### src/design/mdet_pkg.sv
`default_nettype none

package mdet_pkg;

    localparam int MAX_SIZE    = 4;
    localparam int STORE_DEPTH = MAX_SIZE * MAX_SIZE;
    localparam int ADDR_W      = $clog2(STORE_DEPTH);
    localparam int ROW_W       = $clog2(MAX_SIZE);
    localparam int SIZE_W      = 3;
    localparam int SQ_W        = 2 * SIZE_W;
    localparam int PERM_W      = 5;
    localparam int ENTRY_W     = 16;
    localparam int DET_W       = 64;
    // Product of three entries still fits in 48 bits signed.
    localparam int PART_W      = 48;
    // |det| <= 24 * 2^60, so 68 bits hold the exact sum.
    localparam int ACC_W       = 68;
    localparam int DRAIN_W     = 2;

    localparam logic [DRAIN_W-1:0] DRAIN_LAST = 2'd2;

    typedef enum logic [1:0] {
        ST_IDLE,
        ST_ISSUE,
        ST_DRAIN
    } state_t;

    typedef struct packed {
        logic                  neg;
        logic [3:0][ROW_W-1:0] col;
    } perm_t;

    typedef struct packed {
        logic              wr_en;
        logic [ADDR_W-1:0] wr_addr;
        logic              rd_en;
        logic [PERM_W-1:0] perm;
        logic [ROW_W-1:0]  row;
        logic [SIZE_W-1:0] n;
        logic              first;
        logic              last;
        logic              clear;
        logic              latch;
    } dp_cmd_t;

    // Permutations of four columns, ordered so that the first n! of them
    // fix every row from n up: the first n! entries serve an n x n matrix.
    // Packed as {neg, col3, col2, col1, col0}.
    function automatic perm_t perm_entry(input logic [PERM_W-1:0] idx);
        perm_t pe;
        case (idx)
            5'd0:    pe = {1'b0, 2'd3, 2'd2, 2'd1, 2'd0};
            5'd1:    pe = {1'b1, 2'd3, 2'd2, 2'd0, 2'd1};
            5'd2:    pe = {1'b1, 2'd3, 2'd1, 2'd2, 2'd0};
            5'd3:    pe = {1'b0, 2'd3, 2'd0, 2'd2, 2'd1};
            5'd4:    pe = {1'b0, 2'd3, 2'd1, 2'd0, 2'd2};
            5'd5:    pe = {1'b1, 2'd3, 2'd0, 2'd1, 2'd2};
            5'd6:    pe = {1'b1, 2'd2, 2'd3, 2'd1, 2'd0};
            5'd7:    pe = {1'b0, 2'd1, 2'd3, 2'd2, 2'd0};
            5'd8:    pe = {1'b0, 2'd2, 2'd1, 2'd3, 2'd0};
            5'd9:    pe = {1'b1, 2'd1, 2'd2, 2'd3, 2'd0};
            5'd10:   pe = {1'b0, 2'd2, 2'd3, 2'd0, 2'd1};
            5'd11:   pe = {1'b1, 2'd0, 2'd3, 2'd2, 2'd1};
            5'd12:   pe = {1'b1, 2'd2, 2'd0, 2'd3, 2'd1};
            5'd13:   pe = {1'b0, 2'd0, 2'd2, 2'd3, 2'd1};
            5'd14:   pe = {1'b1, 2'd1, 2'd3, 2'd0, 2'd2};
            5'd15:   pe = {1'b0, 2'd0, 2'd3, 2'd1, 2'd2};
            5'd16:   pe = {1'b0, 2'd1, 2'd0, 2'd3, 2'd2};
            5'd17:   pe = {1'b1, 2'd0, 2'd1, 2'd3, 2'd2};
            5'd18:   pe = {1'b1, 2'd2, 2'd1, 2'd0, 2'd3};
            5'd19:   pe = {1'b0, 2'd1, 2'd2, 2'd0, 2'd3};
            5'd20:   pe = {1'b0, 2'd2, 2'd0, 2'd1, 2'd3};
            5'd21:   pe = {1'b1, 2'd0, 2'd2, 2'd1, 2'd3};
            5'd22:   pe = {1'b1, 2'd1, 2'd0, 2'd2, 2'd3};
            5'd23:   pe = {1'b0, 2'd0, 2'd1, 2'd2, 2'd3};
            default: pe = {1'b0, 2'd3, 2'd2, 2'd1, 2'd0};
        endcase
        return pe;
    endfunction

    // n! for the sizes in use
    function automatic logic [PERM_W-1:0] perm_count(input logic [SIZE_W-1:0] n);
        logic [PERM_W-1:0] cnt;
        case (n)
            3'd1:    cnt = 5'd1;
            3'd2:    cnt = 5'd2;
            3'd3:    cnt = 5'd6;
            default: cnt = 5'd24;
        endcase
        return cnt;
    endfunction

endpackage

`default_nettype wire

### src/design/matrix_determinant.sv
`default_nettype none

// Exact determinant of an n x n matrix of signed 16-bit entries, n = 1..4
// from the matrix_size register (0 acts as 1, above 4 acts as 4). Entries
// come in row-major order, one word per cycle while busy is low; the word
// is taken at a clock edge with start high and busy low. The last entry
// starts the computation and raises busy. The result is the sum over all
// n! column permutations of the signed product of n entries, accumulated
// exactly and then saturated to signed 64 bits; saturated flags a clipped
// value. The computation runs one store read and one multiply per cycle
// through a single 48x16 multiplier fed by the one read port of the entry
// store, and then drains the pipeline. The result is shown for exactly
// one cycle with result_valid high; the receiver cannot stall it, so it
// must take the word in that cycle. busy is already low in that cycle
// and the next matrix may start loading. matrix_size is written through
// cfg_valid/cfg_ready while busy is low; changing it in the middle of a
// load keeps the entries already counted.
module matrix_determinant (
    input  logic                                 clk,
    input  logic                                 rst_n,
    input  logic                                 start,
    output logic                                 busy,
    input  logic signed [mdet_pkg::ENTRY_W-1:0]  entry_value,
    output logic                                 result_valid,
    output logic signed [mdet_pkg::DET_W-1:0]    determinant,
    output logic                                 saturated,
    input  logic                                 cfg_valid,
    output logic                                 cfg_ready,
    input  logic [mdet_pkg::SIZE_W-1:0]          cfg_data
);
    import mdet_pkg::*;

    dp_cmd_t cmd;

    // sequencing: load count, permutation/row counters, drain
    mdet_ctrl u_ctrl (
        .clk       (clk),
        .rst_n     (rst_n),
        .start     (start),
        .cfg_valid (cfg_valid),
        .cfg_data  (cfg_data),
        .busy      (busy),
        .cfg_ready (cfg_ready),
        .cmd       (cmd)
    );

    // entry store, product pipeline, accumulator, saturation
    mdet_dp u_dp (
        .clk          (clk),
        .rst_n        (rst_n),
        .cmd          (cmd),
        .entry_value  (entry_value),
        .determinant  (determinant),
        .saturated    (saturated),
        .result_valid (result_valid)
    );

endmodule

`default_nettype wire

### src/design/mdet_ctrl.sv
`default_nettype none

module mdet_ctrl (
    input  logic                          clk,
    input  logic                          rst_n,
    input  logic                          start,
    input  logic                          cfg_valid,
    input  logic [mdet_pkg::SIZE_W-1:0]   cfg_data,
    output logic                          busy,
    output logic                          cfg_ready,
    output mdet_pkg::dp_cmd_t             cmd
);
    import mdet_pkg::*;

    state_t              state_reg, state_next;
    logic [SIZE_W-1:0]   size_reg, size_next;
    logic [ADDR_W-1:0]   count_reg, count_next;
    logic [PERM_W-1:0]   perm_reg, perm_next;
    logic [ROW_W-1:0]    row_reg, row_next;
    logic [DRAIN_W-1:0]  drain_reg, drain_next;

    logic [SIZE_W-1:0]   n_eff;
    logic [SQ_W-1:0]     sq;
    logic                accept;
    logic                last_entry;
    logic                row_last;
    logic                perm_last;

    always_comb
    begin
        if (size_reg == '0)
            n_eff = SIZE_W'(1);
        else if (size_reg > SIZE_W'(MAX_SIZE))
            n_eff = SIZE_W'(MAX_SIZE);
        else
            n_eff = size_reg;
    end

    assign sq         = SQ_W'(n_eff) * SQ_W'(n_eff);
    assign accept     = start && (state_reg == ST_IDLE);
    assign last_entry = (SQ_W'(count_reg) + SQ_W'(1)) >= sq;
    assign row_last   = SIZE_W'(row_reg) == (n_eff - SIZE_W'(1));
    assign perm_last  = perm_reg == (perm_count(n_eff) - PERM_W'(1));

    // next state
    always_comb
    begin
        state_next = state_reg;
        case (state_reg)
            ST_IDLE:
            begin
                if (accept && last_entry)
                    state_next = ST_ISSUE;
            end
            ST_ISSUE:
            begin
                if (row_last && perm_last)
                    state_next = ST_DRAIN;
            end
            ST_DRAIN:
            begin
                if (drain_reg == DRAIN_LAST)
                    state_next = ST_IDLE;
            end
            default: state_next = ST_IDLE;
        endcase
    end

    // counters and size register
    always_comb
    begin
        size_next  = size_reg;
        count_next = count_reg;
        perm_next  = perm_reg;
        row_next   = row_reg;
        drain_next = drain_reg;
        if (cfg_valid && cfg_ready)
            size_next = cfg_data;
        case (state_reg)
            ST_IDLE:
            begin
                perm_next  = '0;
                row_next   = '0;
                drain_next = '0;
                if (accept)
                    count_next = last_entry ? '0 : count_reg + ADDR_W'(1);
            end
            ST_ISSUE:
            begin
                if (row_last)
                begin
                    row_next  = '0;
                    perm_next = perm_reg + PERM_W'(1);
                end
                else
                    row_next = row_reg + ROW_W'(1);
            end
            ST_DRAIN:
            begin
                drain_next = drain_reg + DRAIN_W'(1);
            end
            default: ;
        endcase
    end

    // outputs
    always_comb
    begin
        busy          = state_reg != ST_IDLE;
        cfg_ready     = state_reg == ST_IDLE;
        cmd.wr_en     = accept;
        cmd.wr_addr   = count_reg;
        cmd.rd_en     = state_reg == ST_ISSUE;
        cmd.perm      = perm_reg;
        cmd.row       = row_reg;
        cmd.n         = n_eff;
        cmd.first     = row_reg == '0;
        cmd.last      = row_last;
        cmd.clear     = accept && last_entry;
        cmd.latch     = (state_reg == ST_DRAIN) && (drain_reg == DRAIN_LAST);
    end

    always_ff @(posedge clk or negedge rst_n)
    begin
        if (!rst_n)
        begin
            state_reg <= ST_IDLE;
            size_reg  <= SIZE_W'(MAX_SIZE);
            count_reg <= '0;
            perm_reg  <= '0;
            row_reg   <= '0;
            drain_reg <= '0;
        end
        else
        begin
            state_reg <= state_next;
            size_reg  <= size_next;
            count_reg <= count_next;
            perm_reg  <= perm_next;
            row_reg   <= row_next;
            drain_reg <= drain_next;
        end
    end

endmodule

`default_nettype wire

### src/design/mdet_dp.sv
`default_nettype none

module mdet_dp (
    input  logic                                 clk,
    input  logic                                 rst_n,
    input  mdet_pkg::dp_cmd_t                    cmd,
    input  logic signed [mdet_pkg::ENTRY_W-1:0]  entry_value,
    output logic signed [mdet_pkg::DET_W-1:0]    determinant,
    output logic                                 saturated,
    output logic                                 result_valid
);
    import mdet_pkg::*;

    logic [ENTRY_W-1:0]        mem [STORE_DEPTH];

    perm_t                     pe;
    logic [ROW_W-1:0]          col;
    logic [ADDR_W-1:0]         rd_addr;

    // stage 1: store read
    logic signed [ENTRY_W-1:0] rd_data_reg;
    logic                      s1_valid_reg;
    logic                      s1_first_reg, s1_last_reg, s1_neg_reg;

    // stage 2: running product
    logic signed [PART_W-1:0]  mul_a;
    logic signed [DET_W-1:0]   mul_res;
    logic signed [DET_W-1:0]   prod_reg, prod_next;
    logic                      s2_last_reg;
    logic                      s2_neg_reg;

    // stage 3: accumulate
    logic signed [ACC_W-1:0]   term;
    logic signed [ACC_W-1:0]   acc_reg, acc_next;

    logic                      fits;
    logic signed [DET_W-1:0]   det_sat;
    logic signed [DET_W-1:0]   det_reg;
    logic                      sat_reg;
    logic                      sat_flag;
    logic                      valid_reg;

    assign pe      = perm_entry(cmd.perm);
    assign col     = pe.col[cmd.row];
    assign rd_addr = ADDR_W'(cmd.row) * ADDR_W'(cmd.n) + ADDR_W'(col);

    always_ff @(posedge clk)
    begin
        if (cmd.wr_en)
            mem[cmd.wr_addr] <= entry_value;
        if (cmd.rd_en)
            rd_data_reg <= mem[rd_addr];
    end

    always_ff @(posedge clk)
    begin
        s1_first_reg <= cmd.first;
        s1_last_reg  <= cmd.last;
        s1_neg_reg   <= pe.neg;
    end

    assign mul_a   = prod_reg[PART_W-1:0];
    assign mul_res = DET_W'(mul_a) * DET_W'(rd_data_reg);

    always_comb
    begin
        if (s1_first_reg)
            prod_next = DET_W'(rd_data_reg);
        else
            prod_next = mul_res;
    end

    always_ff @(posedge clk)
    begin
        if (s1_valid_reg)
        begin
            prod_reg   <= prod_next;
            s2_neg_reg <= s1_neg_reg;
        end
    end

    assign term = ACC_W'(prod_reg);

    always_comb
    begin
        acc_next = acc_reg;
        if (cmd.clear)
            acc_next = '0;
        else if (s2_last_reg)
            acc_next = s2_neg_reg ? acc_reg - term : acc_reg + term;
    end

    always_ff @(posedge clk)
    begin
        acc_reg <= acc_next;
    end

    // saturate to 64 bits: top bits must all match the sign
    assign fits = (&acc_reg[ACC_W-1:DET_W-1]) || !(|acc_reg[ACC_W-1:DET_W-1]);

    always_comb
    begin
        sat_flag = 1'b0;
        if (fits)
            det_sat = acc_reg[DET_W-1:0];
        else
        begin
            sat_flag = 1'b1;
            if (acc_reg[ACC_W-1])
                det_sat = {1'b1, {(DET_W-1){1'b0}}};
            else
                det_sat = {1'b0, {(DET_W-1){1'b1}}};
        end
    end

    always_ff @(posedge clk)
    begin
        if (cmd.latch)
        begin
            det_reg <= det_sat;
            sat_reg <= sat_flag;
        end
    end

    always_ff @(posedge clk or negedge rst_n)
    begin
        if (!rst_n)
        begin
            s1_valid_reg <= 1'b0;
            s2_last_reg  <= 1'b0;
            valid_reg    <= 1'b0;
        end
        else
        begin
            s1_valid_reg <= cmd.rd_en;
            s2_last_reg  <= s1_valid_reg && s1_last_reg;
            valid_reg    <= cmd.latch;
        end
    end

    assign determinant  = det_reg;
    assign saturated    = sat_reg;
    assign result_valid = valid_reg;

endmodule

`default_nettype wire

### config.mk
export PLATFORM = sky130hd
export DESIGN_NAME = matrix_determinant
export DESIGN_NICKNAME = d
export VERILOG_FILES = /design/src/design/mdet_pkg.sv /design/src/design/matrix_determinant.sv /design/src/design/mdet_ctrl.sv /design/src/design/mdet_dp.sv
export SDC_FILE = /design/constraint.sdc
export NUM_CORES = 2
export LEC_CHECK = 0
export ABC_AREA = 1
export ABC_CLOCK_PERIOD_IN_PS = 9400
export BUFFER_PORTS_ARGS = -buffer_cell sky130_fd_sc_hd__buf_2
export CORE_ASPECT_RATIO = 2
export CORE_MARGIN = 2
export CORE_UTILIZATION = 59
export CTS_BUF_LIST = sky130_fd_sc_hd__clkbuf_16
export CTS_CLUSTER_DIAMETER = 120
export DETAILED_ROUTE_END_ITERATION = 7
export GPL_TIMING_DRIVEN = 1
export PLACE_DENSITY = 0.76
export SETUP_SLACK_MARGIN = 0.4
export SYNTH_ARGS = -nofsm -noshare
export SYNTH_HDL_FRONTEND = slang
export SYNTH_SLANG_ARGS = --single-unit
### constraint.sdc
create_clock -name clk -period 9.4 [get_ports clk]
set_clock_uncertainty 0.1 [all_clocks]
set_input_delay 1.88 -clock clk [delete_from_list [all_inputs] [get_ports clk]]
set_output_delay 1.88 -clock clk [all_outputs]
set_load 0.05 [all_outputs]
# Word level (Yosys, flattened, before mapping)
# Memories as Yosys holds them, arrays and structs flattened. A register that Yosys moved wholly into a read port is not among the register bits.
# Index checks and enable logic that the tools add are counted.
[totals]
regBits = 222
mem_bits_rw = 256
romBits = 288
elab_cells = 88
mem_count = 2
[op_classes]
n_addsub = 10
mul = 3
order_cmp = 3
n_eq_ne = 12
muxes = 22
n_reduce_logical = 19
[memory_table]
columns = ["name", "depth", "width", "read_ports", "rd_ports_with_merged_regs", "write_ports", "line_no", "rtl"]
rows = [
  ["(name not given)", 32, 9, 1, 0, 0, "mdet_pkg.sv:51", "case (idx)"],
  ["u_dp.mem", 16, 16, 1, 1, 1, "mdet_dp.sv:14", "logic [ENTRY_W-1:0] mem [STORE_DEPTH];"],
]
[op_table]
columns = ["cell", "count"]
rows = [
  ["2-to-1 mux 64 bit", 3],
  ["adder 68 x 64 -> 68 bit", 1],
  ["2-to-1 mux 68 bit", 1],
  ["subtractor 68 x 64 -> 68 bit", 1],
  ["multiplier 48 x 16 -> 64 bit", 1],
  ["case mux 5 bit (3 select lines)", 1],
  ["2-to-1 mux 2 bit", 5],
  ["case mux 5 bit (2 select lines)", 1],
  ["case mux 2 bit (2 select lines)", 2],
  ["equality test 3 x 2 -> 1 bit, second input constant", 2],
  [">= comparator 6 bit", 1],
  ["logical AND 1 bit", 6],
  ["multiplier 3 x 3 -> 6 bit", 1],
  ["2-to-1 mux 3 bit", 2],
  ["inequality test 2 bit, second input constant", 3],
  ["case mux 2 bit (3 select lines)", 1],
  ["nonzero test 2 bit", 3],
  ["adder 4 x 1 -> 5 bit, second input constant", 1],
  ["adder 5 x 1 -> 5 bit, second input constant", 1],
  ["equality test 5 bit", 1],
  ["2-to-1 mux 5 bit", 1],
  ["AND reduction 5 bit", 1],
  ["OR reduction 5 bit", 1],
  ["subtractor 5 x 1 -> 5 bit, second input constant", 1],
  ["21 further kinds", 27],
]

# Logic depth before layout (Yosys ltp)
[logic_depth]
ltp_word = 10
depth_mapped = 32
ltp_nobuf = 31

# Modules after synthesis
# Synthesis repeated with hierarchy kept, for this count alone.
[hier_totals]
cells_unflattened = 6911
area_unflattened_um2 = 55152.9
[modules_own_cells]
columns = ["mod", "instances", "cells_each", "area_each_um2", "seq_area_each_um2"]
rows = [
  ["mdet_dp", 1, 6739, 53735.3, 13568.0],
  ["mdet_ctrl", 1, 172, 1417.6, 451.7],
]

# Least setup slack after synthesis
# Ideal clock, no wire load.
[synth_path]
kind = "flip-flop to flip-flop"
start = "register u_dp.rd_data_reg[1], read port of u_dp.mem"
end = "register u_dp.prod_reg[52] (data pin)"
setup_ps = 264
arrival_time_ps = 5603
t_required_ps = 9036
path_slack_ps = 3432
path_stages_with_launch = 27
path_buffers = 2
cell_sequence = "edfxtp_1 -> clkbuf_1 -> buf_1 -> nand2_1 -> fa_1 -> inv_1 -> fa_1 -> inv_1 -> fa_1 -> inv_1 -> fa_1 -> fa_1 -> inv_1 -> fa_1 -> inv_1 -> ha_1 -> nand2_1 -> nor2_1 -> inv_1 -> nor2_1 -> inv_1 -> nor4b_1 -> nand2_1 -> nand3_1 -> nand2_1 -> nand3_1 -> nand2_1"
[synth_via]
elab_chain_len = 2
[synth_rtl]
columns = ["element", "line_no", "rtl"]
rows = [
  ["start, declared", "mdet_dp.sv:21", "logic signed [ENTRY_W-1:0] rd_data_reg;"],
  ["multiplier 48 x 16 -> 64 bit", "mdet_dp.sv:63", "assign mul_res = DET_W'(mul_a) * DET_W'(rd_data_reg);"],
  ["2-to-1 mux 64 bit", "mdet_dp.sv:67", "if (s1_first_reg)"],
  ["via u_dp.prod_next[52]", "mdet_dp.sv:28", "logic signed [DET_W-1:0] prod_reg, prod_next;"],
  ["end signal, assigned", "mdet_dp.sv:77", "prod_reg <= prod_next;"],
  ["end, declared", "mdet_dp.sv:28", ""],
]
# The timed path passes the listed nets, and every way through them passes these cells.
# A chain may end at the register's enable or synchronous reset.

# Worst setup path after layout
[layout_path]
start = "register u_dp.rd_data_reg[15], read port of u_dp.mem"
end = "register u_dp.prod_reg[36] (data pin)"
[layout_via]
elab_chain_len = 2
[layout_rtl]
columns = ["element", "line_no"]
rows = [
  ["multiplier 48 x 16 -> 64 bit", "mdet_dp.sv:63"],
  ["2-to-1 mux 64 bit *", "mdet_dp.sv:67"],
  ["via u_dp.prod_next[36]", "mdet_dp.sv:28"],
]
# Mark *: on every way through the listed nets, which the timed path passes. The rest lies on a longest branch.

==> impl_metrics.yaml <==
drt:
  detail_route.first_pass.iterations: 8
  drc_errors: 0
  routed_via_density: 5.730
  vias: 45930
  finalWirelength_um: 175700
  drt-initial-drc-count: 4638
  wl_per_cell_um: 21.91
  ant_nets: 0
flow_run:
  maxCapViolations: 0
timing:
  max_slew_margin_pct: 19.91
  hold_viol_final: 0
  fin_crit_sh_pct: 86.90
  finalSetupViolations: 0
  slew_violations: 0
  fin_crit_ns: 8.168
  rsz0062_at_grt: "no"
  setup_tns_ns: 0
  fmax_mhz: 122.4
  tightest_slew_ns: 1.201
floorplanning:
  start_util_pct: 59.22
  core_area_um2: 92320
  chipHeight_um: 434.5
  die-area_um2: 95270
  io_pins: 91
  core.rowCount: 158
  chipWidth_um: 219.3
clock_tree:
  clkLatencyLatePin_ns: 0.67
  cts-root-buf: "clkbuf_16"
  clock_sinks: 494
  numCtsBuffers: 48
  postCtsResizedCells: 0
  post-cts-setup-buffers: 0
  cts_max_level: 2
  cts_hold_buffers: 0
  path_clk_slew_ns: 0.07
  cts_tree: "yes"
  clockBufferDepth: 3
critical_path:
  worstSetupPathType: "reg -> reg"
  cp.arrival_ns: 8.42
  crit_path_max_fanout: 24
  start_kind: "flop"
  critPathMaxStageDelay_ns: 0.84
  critPathMostFrequentCell: "fa_1"
  cp.required_ns: 9.65
  cp-end-kind: "flop"
  cpMaxStageDelayCell: "clkinv_1"
  crit_chain: "clkinv_1 > buf_4 > nor2_1 > fa_1 > fa_1 > fa_1 > fa_1 > fa_1 > inv_1 > fa_1 > inv_1 > ha_1 > nand2_1 > nor2_1 > inv_1 > nor2_1 > inv_1 > o211ai_1 > nand2_1 > nand2_1 > nand2_1 > nand3_1 > nand2_1"
power_and_ir_drop:
  finalPower_mw: 4.358
  powerDensity_nw_per_um2: 75.45
  vdd_drop_max_mv: 0.2582
  p_leak_nw: 28.95
logic_synthesis:
  synth-warning-count: 0
  synth_ff_type: "edfxtp_1"
  async_reset_ff_share_pct: 4.251
  avgSynthCellArea_um2: 7.994
  syn_inst: 6839
  synth-edff-count: 402
  netlist_area_um2: 54670
  synth-seq-cells: 494
  synth_cell_types: 63
  syn_nets: 7818
  yosysSeqAreaShare_pct: 25.64
finish:
  syn2layout_area_growth_pct: 5.639
  drive_gt1_share_pct: 4.856
  fillers: 8056
  final_common_cell: "inv_1"
  nNetsFinal: 7757
  largest_register_ffs: 256
  regArea_um2: 14020
  multi_input_area_um2: 33510
  layout_common_cells: "1618 x inv_1, 1503 x nand2_1, 713 x fa_1, 625 x nor2_1, 402 x edfxtp_1"
placement:
  numPortBuffers: 90
  post-dp-hpwl_um: 137100
  gp_congestion: 1.042
global_routing:
  grt_pass1_wl_um: 271500
  grt_pass1_vias: 46850
  grtUsageTotal_pct: 37.89
  antenna_found_initial: 2
  gr-total-overflow: 0
  grt_max_degree: 85
worst_hold_path:
  min_path_type: "reg -> reg"
status:
  run_status: "finished clean"
## cell usage after synthesis (4+ instances only)
cell         n  area (um^2)
ha_1       243         3040
and2_1       4        25.02
dfrtp_1     20        500.5
nor2_4       7        78.83
o31ai_1      8        60.06
nor2_2       6        37.54
dfxtp_1     71         1421
clkbuf_1   210        788.3
a21oi_1    287         1436
inv_2        6        22.52
nor2_1     642         2410
buf_1       46        172.7
o211ai_1    17        127.6
inv_1     1614         6058
a211oi_1     7        52.55
buf_6        6        67.56
clkinv_1     5        18.77
nand4_1     36        225.2
o21ai_2      4        35.03
fa_1       713        14270
nor3_1      34        170.2
edfxtp_1   402        12070
nand3b_1    14        105.1
nand2_2      5        31.28
xnor2_1     43        376.6
o21ai_0    386         1932
nand2_4      4        45.04
and3_1       7        43.79
o21ai_1     11        55.05
o21bai_1    19        142.6
nor4_1      17        106.4
o221ai_1    28        245.2
xor2_1      67        586.8
mux2i_1     28        280.3
o21a_1       8        60.06
nand3_1    186        930.9
or2_2       13        81.33
nand2_1   1503         5642
o32ai_1     36        315.3
a21o_1      12        90.09
a31oi_1     15        93.84
buf_2       20        100.1
## per-layer routing
metal,up-vias,track usage (%),share of wire [%]
met1,22410,51.29,39
met2,2376,58.67,45
met4,0,19.03,6.0
met3,455,6.953,9.7
li1,20700,-,-
met5,-,0,0
## worst max-delay path: cells and delay by family (launching register included)
family	cells	cell delay, ns
compound gates	1	0.67
buf+inv	6	1.69
simple gates	9	1.17
fa+ha+maj	7	3.36
flops	1	0.79
## logic make-up after synthesis
group / after synthesis / share of synthesized area (%)
and+or+nand+nor: 2488 / 18.41
buffers and inverters: 1909 / 13.25
adders and majority gates: 956 / 31.67
AOI/OAI and AO/OA: 852 / 8.726
DFF: 494 / 25.64
xor gates and xnor gates: 110 / 1.762
muxes: 29 / 0.5332
other: 1 / 0.006859
## metrics by stage
step | cell area, um^2 | utilization, % | setup WS (ns) | hold WS (ns) | cells
after global routing | 57750 | 62.56 | 1.080 | 0.3277 | 8016
after detailed placement | 56200 | 60.88 | 1.450 | 0.3019 | 7928
after floorplan | 54670 | - | 3.433 | 0.2855 | 6839
after global placement | 56200 | 60.87 | 1.050 | 0.3024 | 7927
final | 57760 | 62.56 | 1.232 | 0.3075 | 8017
after CTS | 57750 | 62.56 | 1.419 | 0.3113 | 8016
## where the power goes
| part | total, mW | switching, mW | internal [mW] | leakage (nW) |
|---|---|---|---|---|
| Sequential | 2.35 | 0 | 2.35 | 4.57 |
| Clock | 1.99 | 0.994 | 0.994 | 0.766 |
| Combinational | 0.0206 | 0.0168 | 0.00379 | 23.6 |
| Total | 4.36 | 1.01 | 3.35 | 28.9 |
## worst paths after layout
kind                                                startpoint                         endpoint  slack, ns  cells after the start
max in group asynchronous                                rst_n      u_dp.s1_valid_reg$_DFF_PN0_       7.76                      1
worst max register to register  u_dp.rd_data_reg[15]$_DFFE_PP_      u_dp.prod_reg[36]$_DFFE_PP_       1.23                     23
worst max-delay path            u_dp.rd_data_reg[15]$_DFFE_PP_      u_dp.prod_reg[36]$_DFFE_PP_       1.23                     23
worst min-delay path                  u_dp.s1_last_reg$_DFF_P_       u_dp.s2_last_reg$_DFF_PN0_       0.31                      2
worst min register to register        u_dp.s1_last_reg$_DFF_P_       u_dp.s2_last_reg$_DFF_PN0_       0.31                      2
min in group asynchronous                                rst_n  u_ctrl.drain_reg[0]$_DFFE_PN0P_       1.06                      1
## area by class of cell
class	instances	share of cell area [%]
multi-input combinational	4436	58.02
sequential	494	24.28
inverter	1625	10.56
tap	1200	2.600
clock buffer	48	2.080
timing repair buffer	173	1.854
clock inverter	40	0.6066
antenna	1	0.004333
No activity file was read; power rests on OpenSTA's default activity.
